`config.mk`:
```
export PLATFORM = sky130hd
export DESIGN_NAME = runlist_decoder
export DESIGN_NICKNAME = d
export VERILOG_FILES = /design/src/hdl/rld_pkg.sv /design/src/hdl/runlist_decoder.sv /design/src/hdl/rld_fifo.sv /design/src/hdl/rld_front.sv /design/src/hdl/rld_back.sv
export SDC_FILE = /design/constraint.sdc
export NUM_CORES = 1
export LEC_CHECK = 0
export BUFFER_PORTS_ARGS = -buffer_cell sky130_fd_sc_hd__buf_4
export CAP_MARGIN = 30
export CORE_ASPECT_RATIO = 1.1
export CORE_MARGIN = 8
export CORE_UTILIZATION = 45
export DETAILED_ROUTE_END_ITERATION = 8
export GPL_ROUTABILITY_DRIVEN = 0
export MAX_ROUTING_LAYER = met4
export PLACE_DENSITY = 0.64
export SLEW_MARGIN = 25
export SYNTH_ARGS = -nofsm -noshare
export SYNTH_HDL_FRONTEND = slang
export SYNTH_HIERARCHICAL = 1
export SYNTH_SLANG_ARGS = --single-unit
```
`constraint.sdc`:
```
create_clock -name clk_i -period 11.15 [get_ports clk_i]
set_input_delay 2.23 -clock clk_i [delete_from_list [all_inputs] [get_ports clk_i]]
set_output_delay 2.23 -clock clk_i [all_outputs]
set_load 0.005 [all_outputs]
```
`src/hdl/rld_pkg.sv`:
```
// Shared types and constants for the run-list decoder.
`default_nettype none

package rld_pkg;

  // Status codes on the result channel. Code 2 (buffer end) is reserved.
  localparam logic [2:0] ST_RUN      = 3'd0;
  localparam logic [2:0] ST_ZERO     = 3'd1;
  localparam logic [2:0] ST_TRUNC    = 3'd3;
  localparam logic [2:0] ST_OVERSIZE = 3'd4;

  // Parser phases.
  localparam logic [1:0] PH_HEADER = 2'd0;
  localparam logic [1:0] PH_COUNT  = 2'd1;
  localparam logic [1:0] PH_OFFSET = 2'd2;
  localparam logic [1:0] PH_DONE   = 2'd3;

  // Queue depths between the parts.
  localparam int unsigned CMD_DEPTH = 2;
  localparam int unsigned RES_DEPTH = 2;

  typedef enum logic [1:0] {
    CMD_NONE,
    CMD_RUN,
    CMD_END
  } cmd_kind_e;

  // Request from the parser to the run builder.
  typedef struct packed {
    logic        clear_prev;
    cmd_kind_e   kind;
    logic [2:0]  status;
    logic        done;
    logic [63:0] clusters;
    logic [63:0] offset;
  } cmd_t;

  // One decoded result.
  typedef struct packed {
    logic [63:0] start;
    logic [63:0] clusters;
    logic [2:0]  status;
    logic        done;
  } res_t;

  // Sign-extend a little-endian field of n bytes; n of zero gives zero.
  function automatic logic [63:0] rld_sext(logic [63:0] v, logic [3:0] n);
    logic        s;
    logic [63:0] r;
    s = 1'b0;
    r = '0;
    for (int i = 1; i <= 8; i++) begin
      if (n == 4'(i)) begin
        s = v[8*i-1];
      end
    end
    for (int i = 0; i < 8; i++) begin
      r[8*i +: 8] = (4'(i) < n) ? v[8*i +: 8] : {8{s}};
    end
    return r;
  endfunction

endpackage

`default_nettype wire

```
`src/hdl/runlist_decoder.sv`:
```
// Top level of the streaming data-run list decoder.
//
// Usage:
//   Input queue side: drive list_byte_i, first_of_list_i, last_of_buffer_i and
//   raise push; a byte request is taken at a clock edge with push high and
//   full low. Mark the first header byte of every list with first_of_list_i
//   and the final byte of the buffer with last_of_buffer_i.
//   Result queue side: while empty is low the oldest result sits on
//   run_start_o, run_clusters_o, status_o and list_done_o; pop it by raising
//   pop. A result is produced when a run completes or the list ends.
// Throughput: one byte per cycle sustained while full stays low; the parser
//   state update is a registered loop and the 64-bit start add runs once per request.
// Path: a byte that completes a run goes through the parser into the request
//   queue, then through the run builder into the result queue, and then sits on
//   the result ports; a full result queue holds it back in the request queue.
// Reset: both queues empty, parser expects a header, previous start is zero.
// Stall: when pop is held low the result queue fills, the run builder holds,
//   the request queue fills, and full rises; nothing is lost.
`default_nettype none

module runlist_decoder #(
  parameter int unsigned MAX_FIELD_BYTES = 8
) (
  input  wire logic         clk_i,
  input  wire logic         rst_ni,
  // input queue
  input  wire logic         push,
  output logic              full,
  input  wire logic [7:0]   list_byte_i,
  input  wire logic         first_of_list_i,
  input  wire logic         last_of_buffer_i,
  // result queue
  output logic              empty,
  input  wire logic         pop,
  output logic signed [63:0] run_start_o,
  output logic [63:0]       run_clusters_o,
  output logic [2:0]        status_o,
  output logic              list_done_o
);
  import rld_pkg::*;

  logic  accept;
  logic  cmd_push, cmd_full, cmd_pop, cmd_empty;
  logic  res_push, res_full;
  cmd_t  cmd_in, cmd_head;
  res_t  res_in, res_head;

  // Take a byte whenever the request queue has room.
  assign full   = cmd_full;
  assign accept = push && !cmd_full;

  // Front: classify each byte and issue requests.
  rld_front #(
    .MAX_FIELD_BYTES (MAX_FIELD_BYTES)
  ) u_front (
    .clk_i       (clk_i),
    .rst_ni      (rst_ni),
    .accept_i    (accept),
    .list_byte_i (list_byte_i),
    .first_i     (first_of_list_i),
    .last_i      (last_of_buffer_i),
    .cmd_push_o  (cmd_push),
    .cmd_o       (cmd_in)
  );

  // Decouple parser from run builder.
  rld_fifo #(
    .DEPTH   (CMD_DEPTH),
    .entry_t (cmd_t)
  ) u_cmd_q (
    .clk_i   (clk_i),
    .rst_ni  (rst_ni),
    .push_i  (cmd_push),
    .wdata_i (cmd_in),
    .full_o  (cmd_full),
    .pop_i   (cmd_pop),
    .rdata_o (cmd_head),
    .empty_o (cmd_empty)
  );

  // Back: resolve absolute starts and form results.
  rld_back u_back (
    .clk_i       (clk_i),
    .rst_ni      (rst_ni),
    .cmd_i       (cmd_head),
    .cmd_empty_i (cmd_empty),
    .cmd_pop_o   (cmd_pop),
    .res_full_i  (res_full),
    .res_push_o  (res_push),
    .res_o       (res_in)
  );

  // Hold results until the receiver pops them.
  rld_fifo #(
    .DEPTH   (RES_DEPTH),
    .entry_t (res_t)
  ) u_res_q (
    .clk_i   (clk_i),
    .rst_ni  (rst_ni),
    .push_i  (res_push),
    .wdata_i (res_in),
    .full_o  (res_full),
    .pop_i   (pop),
    .rdata_o (res_head),
    .empty_o (empty)
  );

  assign run_start_o    = signed'(res_head.start);
  assign run_clusters_o = res_head.clusters;
  assign status_o       = res_head.status;
  assign list_done_o    = res_head.done;

endmodule

`default_nettype wire

```
`src/hdl/rld_fifo.sv`:
```
// Small register queue with count-based full and empty flags.
`default_nettype none

module rld_fifo #(
  parameter int unsigned DEPTH = 2,
  parameter type         entry_t = logic
) (
  input  wire logic   clk_i,
  input  wire logic   rst_ni,
  input  wire logic   push_i,
  input  entry_t      wdata_i,
  output logic        full_o,
  input  wire logic   pop_i,
  output entry_t      rdata_o,
  output logic        empty_o
);

  localparam int unsigned PtrW = (DEPTH > 1) ? $clog2(DEPTH) : 1;
  localparam int unsigned CntW = $clog2(DEPTH + 1);

  entry_t            mem_q [DEPTH];
  logic [PtrW-1:0]   wptr_q, rptr_q;
  logic [CntW-1:0]   cnt_q;
  logic              do_push, do_pop;

  assign full_o  = (cnt_q == CntW'(DEPTH));
  assign empty_o = (cnt_q == '0);
  assign do_push = push_i && !full_o;
  assign do_pop  = pop_i && !empty_o;
  assign rdata_o = mem_q[rptr_q];

  always_ff @(posedge clk_i) begin
    if (do_push) begin
      mem_q[wptr_q] <= wdata_i;
    end
  end

  always_ff @(posedge clk_i or negedge rst_ni) begin
    if (!rst_ni) begin
      wptr_q <= '0;
      rptr_q <= '0;
      cnt_q  <= '0;
    end else begin
      if (do_push) begin
        wptr_q <= (wptr_q == PtrW'(DEPTH - 1)) ? '0 : wptr_q + 1'b1;
      end
      if (do_pop) begin
        rptr_q <= (rptr_q == PtrW'(DEPTH - 1)) ? '0 : rptr_q + 1'b1;
      end
      if (do_push && !do_pop) begin
        cnt_q <= cnt_q + 1'b1;
      end else if (do_pop && !do_push) begin
        cnt_q <= cnt_q - 1'b1;
      end
    end
  end

endmodule

`default_nettype wire

```
`src/hdl/rld_front.sv`:
```
// Byte parser: tracks header and field phases, gathers fields, issues requests.
`default_nettype none

module rld_front #(
  parameter int unsigned MAX_FIELD_BYTES = 8
) (
  input  wire logic         clk_i,
  input  wire logic         rst_ni,
  input  wire logic         accept_i,
  input  wire logic [7:0]   list_byte_i,
  input  wire logic         first_i,
  input  wire logic         last_i,
  output logic              cmd_push_o,
  output rld_pkg::cmd_t     cmd_o
);
  import rld_pkg::*;

  logic [1:0]  phase_q, phase_d, phase_eff;
  logic [3:0]  bytes_left_q, bytes_left_d, bl_dec;
  logic [3:0]  off_size_q, off_size_d;
  logic [2:0]  pos_q, pos_d;
  logic [63:0] cnt_acc_q, cnt_acc_d, off_acc_q, off_acc_d;
  logic [63:0] byte_sh, cnt_new, off_new;
  logic [3:0]  len_nib, off_nib;
  cmd_t        cmd;

  assign len_nib   = list_byte_i[3:0];
  assign off_nib   = list_byte_i[7:4];
  assign phase_eff = first_i ? PH_HEADER : phase_q;
  assign byte_sh   = {56'd0, list_byte_i} << {pos_q, 3'b000};
  assign cnt_new   = cnt_acc_q | byte_sh;
  assign off_new   = off_acc_q | byte_sh;
  assign bl_dec    = bytes_left_q - 4'd1;

  always_comb begin
    phase_d      = phase_q;
    bytes_left_d = bytes_left_q;
    off_size_d   = off_size_q;
    pos_d        = pos_q;
    cnt_acc_d    = cnt_acc_q;
    off_acc_d    = off_acc_q;
    cmd            = '0;
    cmd.clear_prev = first_i;
    cmd.kind       = CMD_NONE;
    if (accept_i) begin
      case (phase_eff)
        PH_HEADER: begin
          if (list_byte_i == 8'd0) begin
            cmd.kind = CMD_END; cmd.status = ST_ZERO; cmd.done = 1'b1;
            phase_d  = PH_DONE;
          end else if (len_nib > 4'(MAX_FIELD_BYTES) || off_nib > 4'(MAX_FIELD_BYTES)) begin
            cmd.kind = CMD_END; cmd.status = ST_OVERSIZE; cmd.done = 1'b1;
            phase_d  = PH_DONE;
          end else if (last_i) begin
            cmd.kind = CMD_END; cmd.status = ST_TRUNC; cmd.done = 1'b1;
            phase_d  = PH_DONE;
          end else begin
            cnt_acc_d  = '0;
            off_acc_d  = '0;
            pos_d      = '0;
            off_size_d = off_nib;
            if (len_nib != 4'd0) begin
              phase_d      = PH_COUNT;
              bytes_left_d = len_nib;
            end else begin
              phase_d      = PH_OFFSET;
              bytes_left_d = off_nib;
            end
          end
        end
        PH_COUNT: begin
          cnt_acc_d    = cnt_new;
          pos_d        = pos_q + 3'd1;
          bytes_left_d = bl_dec;
          if (bl_dec == 4'd0 && off_size_q == 4'd0) begin
            cmd.kind     = CMD_RUN; cmd.status = ST_RUN; cmd.done = last_i;
            cmd.clusters = cnt_new;
            cmd.offset   = '0;
            phase_d      = last_i ? PH_DONE : PH_HEADER;
          end else if (last_i) begin
            cmd.kind = CMD_END; cmd.status = ST_TRUNC; cmd.done = 1'b1;
            phase_d  = PH_DONE;
          end else if (bl_dec == 4'd0) begin
            phase_d      = PH_OFFSET;
            bytes_left_d = off_size_q;
            pos_d        = '0;
          end
        end
        PH_OFFSET: begin
          off_acc_d    = off_new;
          pos_d        = pos_q + 3'd1;
          bytes_left_d = bl_dec;
          if (bl_dec == 4'd0) begin
            cmd.kind     = CMD_RUN; cmd.status = ST_RUN; cmd.done = last_i;
            cmd.clusters = cnt_acc_q;
            cmd.offset   = rld_sext(off_new, off_size_q);
            phase_d      = last_i ? PH_DONE : PH_HEADER;
          end else if (last_i) begin
            cmd.kind = CMD_END; cmd.status = ST_TRUNC; cmd.done = 1'b1;
            phase_d  = PH_DONE;
          end
        end
        default: begin
          // list ended: drop bytes until the next list starts
        end
      endcase
    end
  end

  assign cmd_o      = cmd;
  assign cmd_push_o = accept_i && (first_i || cmd.kind != CMD_NONE);

  always_ff @(posedge clk_i or negedge rst_ni) begin
    if (!rst_ni) begin
      phase_q      <= PH_HEADER;
      bytes_left_q <= '0;
      off_size_q   <= '0;
      pos_q        <= '0;
    end else begin
      phase_q      <= phase_d;
      bytes_left_q <= bytes_left_d;
      off_size_q   <= off_size_d;
      pos_q        <= pos_d;
    end
  end

  always_ff @(posedge clk_i) begin
    cnt_acc_q <= cnt_acc_d;
    off_acc_q <= off_acc_d;
  end

endmodule

`default_nettype wire

```
`src/hdl/rld_back.sv`:
```
// Run builder: applies requests, adds relative starts, forms results.
`default_nettype none

module rld_back (
  input  wire logic         clk_i,
  input  wire logic         rst_ni,
  input  rld_pkg::cmd_t     cmd_i,
  input  wire logic         cmd_empty_i,
  output logic              cmd_pop_o,
  input  wire logic         res_full_i,
  output logic              res_push_o,
  output rld_pkg::res_t     res_o
);
  import rld_pkg::*;

  logic [63:0] prev_q, prev_d, base, start;
  logic        take;

  assign cmd_pop_o  = !cmd_empty_i && (cmd_i.kind == CMD_NONE || !res_full_i);
  assign take       = cmd_pop_o;
  assign res_push_o = take && (cmd_i.kind != CMD_NONE);
  assign base       = cmd_i.clear_prev ? 64'd0 : prev_q;
  assign start      = base + cmd_i.offset;

  always_comb begin
    prev_d       = prev_q;
    res_o.start    = '0;
    res_o.clusters = '0;
    res_o.status   = cmd_i.status;
    res_o.done     = cmd_i.done;
    if (take) begin
      prev_d = base;
      if (cmd_i.kind == CMD_RUN) begin
        prev_d         = start;
        res_o.start    = start;
        res_o.clusters = cmd_i.clusters;
      end
    end
  end

  always_ff @(posedge clk_i or negedge rst_ni) begin
    if (!rst_ni) begin
      prev_q <= '0;
    end else begin
      prev_q <= prev_d;
    end
  end

endmodule

`default_nettype wire

```
==> flow_summary.yaml, run 1 <==
outcome:
  outcome: "finished clean"
setup_path:
  crit_path_end_kind: "flip-flop"
  cpMostUsedCell: "buf_4"
  timing.rr.start: "u_cmd_q/rptr_q"
  crit_fanout: 64
  critical-path-slowest-cell: "buf_4"
  cpPeakStageDelay_ns: 0.68
  crit_arrival_ns: 6.22
  worstPathRequired_ns: 11.44
  startpoint: "first_of_list_i"
  cp-start-kind: "primary input"
  path_class: "in2reg"
  path_cells: "buf_4 > nand2b_1 > inv_1 > ha_1 > buf_4 > inv_1 > o22ai_1 > a31o_2 > a211o_1 > nand2_1 > nor2_4 > buf_4 > buf_4 > buf_16"
pwr:
  leakage_nw: 15.8
  power_density_nw_per_um2: 298
  ir_drop_mv: 0.175
yosys:
  netlist_instances: 2741
  avgSynthCellArea_um2: 12.9
  synth_fp_nets: 2828
  ys_async_sr_fraction: 0.114
  synth-edff-count: 662
  ys_ff_latch: 747
  yosys_warnings: 6
  ys_seq_area_frac: 0.620
  synth_cell_type_count: 88
  synthFlopType: "edfxtp_1"
  syn-cell-area_um2: 35500
floorplan:
  die-area_um2: 88100
  core_area_um2: 78500
  start_util: 0.452
  dieWidth_um: 284
  die_y_um: 311
  io_pins: 148
  row_count: 108
global_route:
  grt_use_total: 0.186
  grt_antenna_before_repair: 2
  grt_pass1_wl_um: 128000
  grt-ovfl-total: 0
  grt_pass1_vias: 22400
  grt_max_degree: 73
clock_tree:
  postCtsSetupBuffers: 0
  clk_latency_ns: 0.63
  cts_resized: 0
  clk_path_buf_depth: 3
  cts_tree: "done"
  clk_pin_slew_ns: 0.06
  hold_buffers: 0
  cts_made_buffers: 75
  htreeDepth: 3
  cts-root-buf: "clkbuf_16"
  clock-sinks: 747
layout:
  nets: 2931
  nFillCells: 6590
  final_cell_count_no_fill: 3951
  drive_above_1_share: 0.213
  area_growth_pct: 13.0
placed_design:
  io_buffer_count: 147
  dp.cells: 3805
  dp_hpwl_um: 56700
timing:
  rsz0062_at_grt: "no"
  tns_ns: 0
  post-route-period-util: 0.532
  finalSetupViolations: 0
  finalCriticalPeriod_ns: 5.94
  slew_viol_final: 0
  worst_pin_slew_ns: 0.998
  whs_ns: 0.467
  hold_violations: 0
  slew_headroom: 0.335
  fmax_mhz: 168
  clock_skew_ns: 0.0311
route:
  wire_per_inst_um: 20.9
  routed_wl_um: 82500
  drc: 0
  ant_nets: 0
  viasPerCell: 5.63
  drt_pass1_iterations: 5
  routed-via-count: 22200
  drt-initial-drc-count: 2031
worst_hold_path:
  hold_class: "reg2reg"
  min_from: "u_back/prev_q[50]"
job:
  cap_violations: 0
cell usage after synthesis (all sizes together), types with 23 or more instances:
cell type	instances	area [um2]
clkbuf	100	378
a21oi	150	758
a21o	65	488
and2	80	503
dfrtp	85	2130
buf	54	387
o21ai	193	992
nor3	23	126
nand2b	23	144
xnor2	42	368
nor2	246	926
nand2	175	657
edfxtp	662	19900
ha	72	901
nor2b	70	445
nand4	31	194
mux2	268	3430
and3	76	475
inv	92	345
state kept, by name (all words and copies together) (netlist names), 2 cells and up:
register and flops:
u_back/prev_q 64, u_cmd_q/cnt_q 2, u_cmd_q/mem_q 270, u_front/bytes_left_q 4
u_front/cnt_acc_q 64, u_front/off_acc_q 64, u_front/off_size_q 4, u_front/phase_q 2
u_front/pos_q 3, u_res_q/cnt_q 2, u_res_q/mem_q 264
logic make-up (layout without fill, tap and decap cells):
kind of cell / count (synthesis) / count (layout) / share of synthesized area
adders and majority gates: 73 / 73 / 0.0260
buffers and inverters: 246 / 410 / 0.0313
xor gates and xnor gates: 64 / 64 / 0.0158
AOI/OAI and AO/OA: 559 / 559 / 0.0991
other: 0 / 1 / 0
and+or+nand+nor: 781 / 781 / 0.110
muxes: 271 / 271 / 0.0979
DFF: 747 / 747 / 0.620
where the power goes:
part | switching, mW | total [mW] | internal, mW
sequential | 0.331 | 4.61 | 4.28
combinational | 2.73 | 4.78 | 2.05
clock | 1.06 | 2.56 | 1.50
total | 4.12 | 11.9 | 7.83
cell usage in the layout, fill, tap and decap left out, types with 72 or more instances in the layout:
| cell type | n |
|---|---|
| edfxtp_1 | 662 |
| nor2_1 | 243 |
| buf_4 | 175 |
| nand2_1 | 175 |
| o21ai_0 | 171 |
| mux2_2 | 158 |
| a21oi_1 | 147 |
| mux2_4 | 110 |
| inv_1 | 91 |
| dfrtp_1 | 83 |
| clkbuf_16 | 78 |
| and2_1 | 75 |
| and3_1 | 74 |
| ha_1 | 72 |
metrics by stage:
stage	utilization	worst slack, ns	area, um2	power (mW)
2_1_floorplan	-	1.39	35500	7.94
3_3_place_gp	0.477	4.54	37400	9.34
3_5_place_dp	0.477	4.46	37400	9.46
4_1_cts	0.509	5.10	39900	12.0
5_1_grt	0.511	5.06	40100	12.6
6_report	0.511	5.21	40100	11.9
worst paths after layout:
kind,cells after the start,slack (ns),to
min in group asynchronous,1,1.64,u_back/prev_q[7]
max in group asynchronous,2,8.37,u_cmd_q/rptr_q
hold reg to reg,1,0.47,u_back/prev_q[50]
setup reg to reg,12,5.89,u_res_q/mem_q[1][124]
setup / recovery,14,5.21,u_cmd_q/mem_q[0][62]
hold / removal,1,0.47,u_back/prev_q[50]
area by class of cell:
cell class / instances / area (um2) / area share
diodes: 1 / 2.50 / 0.0000624
clock buffers: 96 / 2060 / 0.0514
clock inverters: 42 / 454 / 0.0113
inverters: 92 / 345 / 0.00862
multi-input cells: 1748 / 12500 / 0.311
flip-flops and latches: 747 / 22000 / 0.549
well taps: 1045 / 1310 / 0.0326
repair buffers: 180 / 1450 / 0.0362
per-layer routing:
layer	track usage	vias to the layer above	routed length (um)
met5	-	-	0
met4	0.0638	0	2510
met3	0.0330	165	5180
met2	0.309	802	41000
met1	0.228	11000	33900
li1	-	10300	-
critical path, delay by kind of cell:
kind            cells  cell delay [ns]
buf+inv             7             2.59
simple gates        3             0.41
compound gates      3             0.66
fa+ha+maj           1             0.16
No activity file was read; power rests on OpenSTA's default activity.
==> run 2, diff against run 1 <==
==> constraint.sdc (replaced) <==
create_clock -name clk_i -period 5.6 [get_ports clk_i]
set_input_delay 1.12 -clock clk_i [delete_from_list [all_inputs] [get_ports clk_i]]
set_output_delay 1.12 -clock clk_i [all_outputs]
set_load 0.005 [all_outputs]
==> run 2 against run 1 <==
  * Cell area increased by 0.32%
  * Register-to-register slack worse by 5.0 ns
  * Power increased by 100%
  * Global-route usage up 0.71 points
  * Largest cell class unchanged
==> flow_summary.yaml, run 2 (same netlist as run 1, synthesis figures left out) <==
setup_path:
  cp_num_buf_inv: 1
  crit_end: "u_res_q/mem_q[1][125]"
  crit_path_end_kind: "flip-flop"
  worstPathRequired_ns: 5.92
  crit_fanout: 135
  cpMostUsedCell: "o21a_1"
  critical-path-slowest-cell: "buf_12"
  crit_arrival_ns: 5.04
  path_class: "reg2reg"
  cpPeakStageDelay_ns: 0.50
  timing.rr.start: "u_cmd_q/rptr_q"
  cp-start-kind: "flip-flop"
  crit_family: "compound AO/OA/AOI/OAI gates"
  cp_num_cells: 12
  startpoint: "u_cmd_q/rptr_q"
  reg2reg_slack_ns: 0.88
  r2r.worst_path.cells: 12
  r2r-end: "u_res_q/mem_q[1][125]"
  path_cells: "buf_12 > mux2_2 > ha_1 > a211o_1 > a211oi_1 > nor3_1 > a21oi_1 > o21a_1 > o21ai_1 > a21boi_0 > o21a_1 > o21ai_0"
route:
  drt-initial-drc-count: 1949
  routed_wl_um: 84600
  ant_nets: 0
  drc: 0
  routed-via-count: 22300
  drt_pass1_iterations: 8
  viasPerCell: 5.63
  wire_per_inst_um: 21.4
clock_tree:
  cts_tree: "done"
  clock-sinks: 747
  clk_path_buf_depth: 3
  cts-root-buf: "clkbuf_16"
  cts_made_buffers: 76
  postCtsSetupBuffers: 0
  clk_pin_slew_ns: 0.06
  hold_buffers: 0
  cts_resized: 0
  clk_latency_ns: 0.62
  htreeDepth: 3
floorplan:
  io_pins: 148
  row_count: 108
  core_area_um2: 78500
  die_y_um: 311
  dieWidth_um: 284
  start_util: 0.452
  die-area_um2: 88100
global_route:
  grt_pass1_vias: 22600
  grt_use_total: 0.193
  grt_antenna_before_repair: 3
  grt_pass1_wl_um: 132000
  grt-ovfl-total: 0
  grt_max_degree: 136
worst_hold_path:
  hold_class: "reg2reg"
timing:
  hold_violations: 0
  worst_pin_slew_ns: 1.03
  slew_viol_final: 0
  fmax_mhz: 212
  rsz0062_at_grt: "no"
  finalSetupViolations: 0
  tns_ns: 0
  setup_ws_ns: 0.880
  clock_skew_ns: 0.0281
  slew_headroom: 0.312
  post-route-period-util: 0.843
  finalCriticalPeriod_ns: 4.72
layout:
  area_growth_pct: 13.3
  nets: 2939
  largest-register: "u_cmd_q/mem_q"
  final_cell_mix: "edfxtp_1, nor2_1, nand2_1"
  final_common_cell: "edfxtp_1"
  largestRegisters: "u_cmd_q/mem_q (270), u_res_q/mem_q (264)"
  drive_above_1_share: 0.214
  largest_reg_flops: 270
job:
  cap_violations: 0
pwr:
  p_total_mw: 24.0
  ir_drop_mv: 0.430
  leakage_nw: 15.8
  power_density_nw_per_um2: 597
placed_design:
  dp_hpwl_um: 59000
  dp_slack_ns: 0.952
  io_buffer_count: 147
outcome:
  outcome: "finished clean"
==> run 2: area by class of cell <==
cell class | instances | area [um2]
diodes | 1 | 2.50
fillers | 6568 | 38300
inverters | 92 | 345
clock buffers | 100 | 2120
clock inverters | 37 | 394
flip-flops and latches | 747 | 22000
repair buffers | 187 | 1570
well taps | 1045 | 1310
multi-input cells | 1748 | 12500
==> run 2: how the worst min path moves through the flow <==
stage               slack [ns]               from           endpoint  depth (start not counted)
detailed placement        0.46  u_back/prev_q[29]  u_back/prev_q[29]                          1
finish                    0.47  u_back/prev_q[29]  u_back/prev_q[29]                          1
CTS                       0.47  u_back/prev_q[29]  u_back/prev_q[29]                          1
floorplan                 0.44  u_back/prev_q[10]  u_back/prev_q[10]                          1
global route              0.49  u_back/prev_q[45]  u_back/prev_q[45]                          1
global placement          0.46   u_back/prev_q[8]   u_back/prev_q[8]                          1
==> run 2: where the power goes <==
part           internal [mW]  switching (mW)  leakage, nW
Clock                   3.00            2.08         1.22
Sequential              8.51           0.611         7.40
Combinational           4.19            5.62         7.19
Total                   15.7            8.31         15.8
==> run 2: per-stage QoR <==
stage | util | hold slack, ns | instances | area (um2)
2_1_floorplan | - | 0.441 | 2741 | 35500
3_3_place_gp | 0.480 | 0.455 | 3817 | 37700
3_5_place_dp | 0.480 | 0.458 | 3819 | 37700
4_1_cts | 0.512 | 0.471 | 3956 | 40200
5_1_grt | 0.512 | 0.487 | 3956 | 40200
6_report | 0.512 | 0.468 | 3957 | 40200
==> run 2: per-layer routing <==
layer | part of all wire | global-route usage | wire length [um] | vias to the layer above
met5 | 0 | - | 0 | -
met4 | 0.023 | 0.0555 | 1970 | 0
met3 | 0.060 | 0.0282 | 5080 | 127
met2 | 0.50 | 0.326 | 42700 | 739
met1 | 0.41 | 0.241 | 34900 | 11100
li1 | - | - | - | 10300
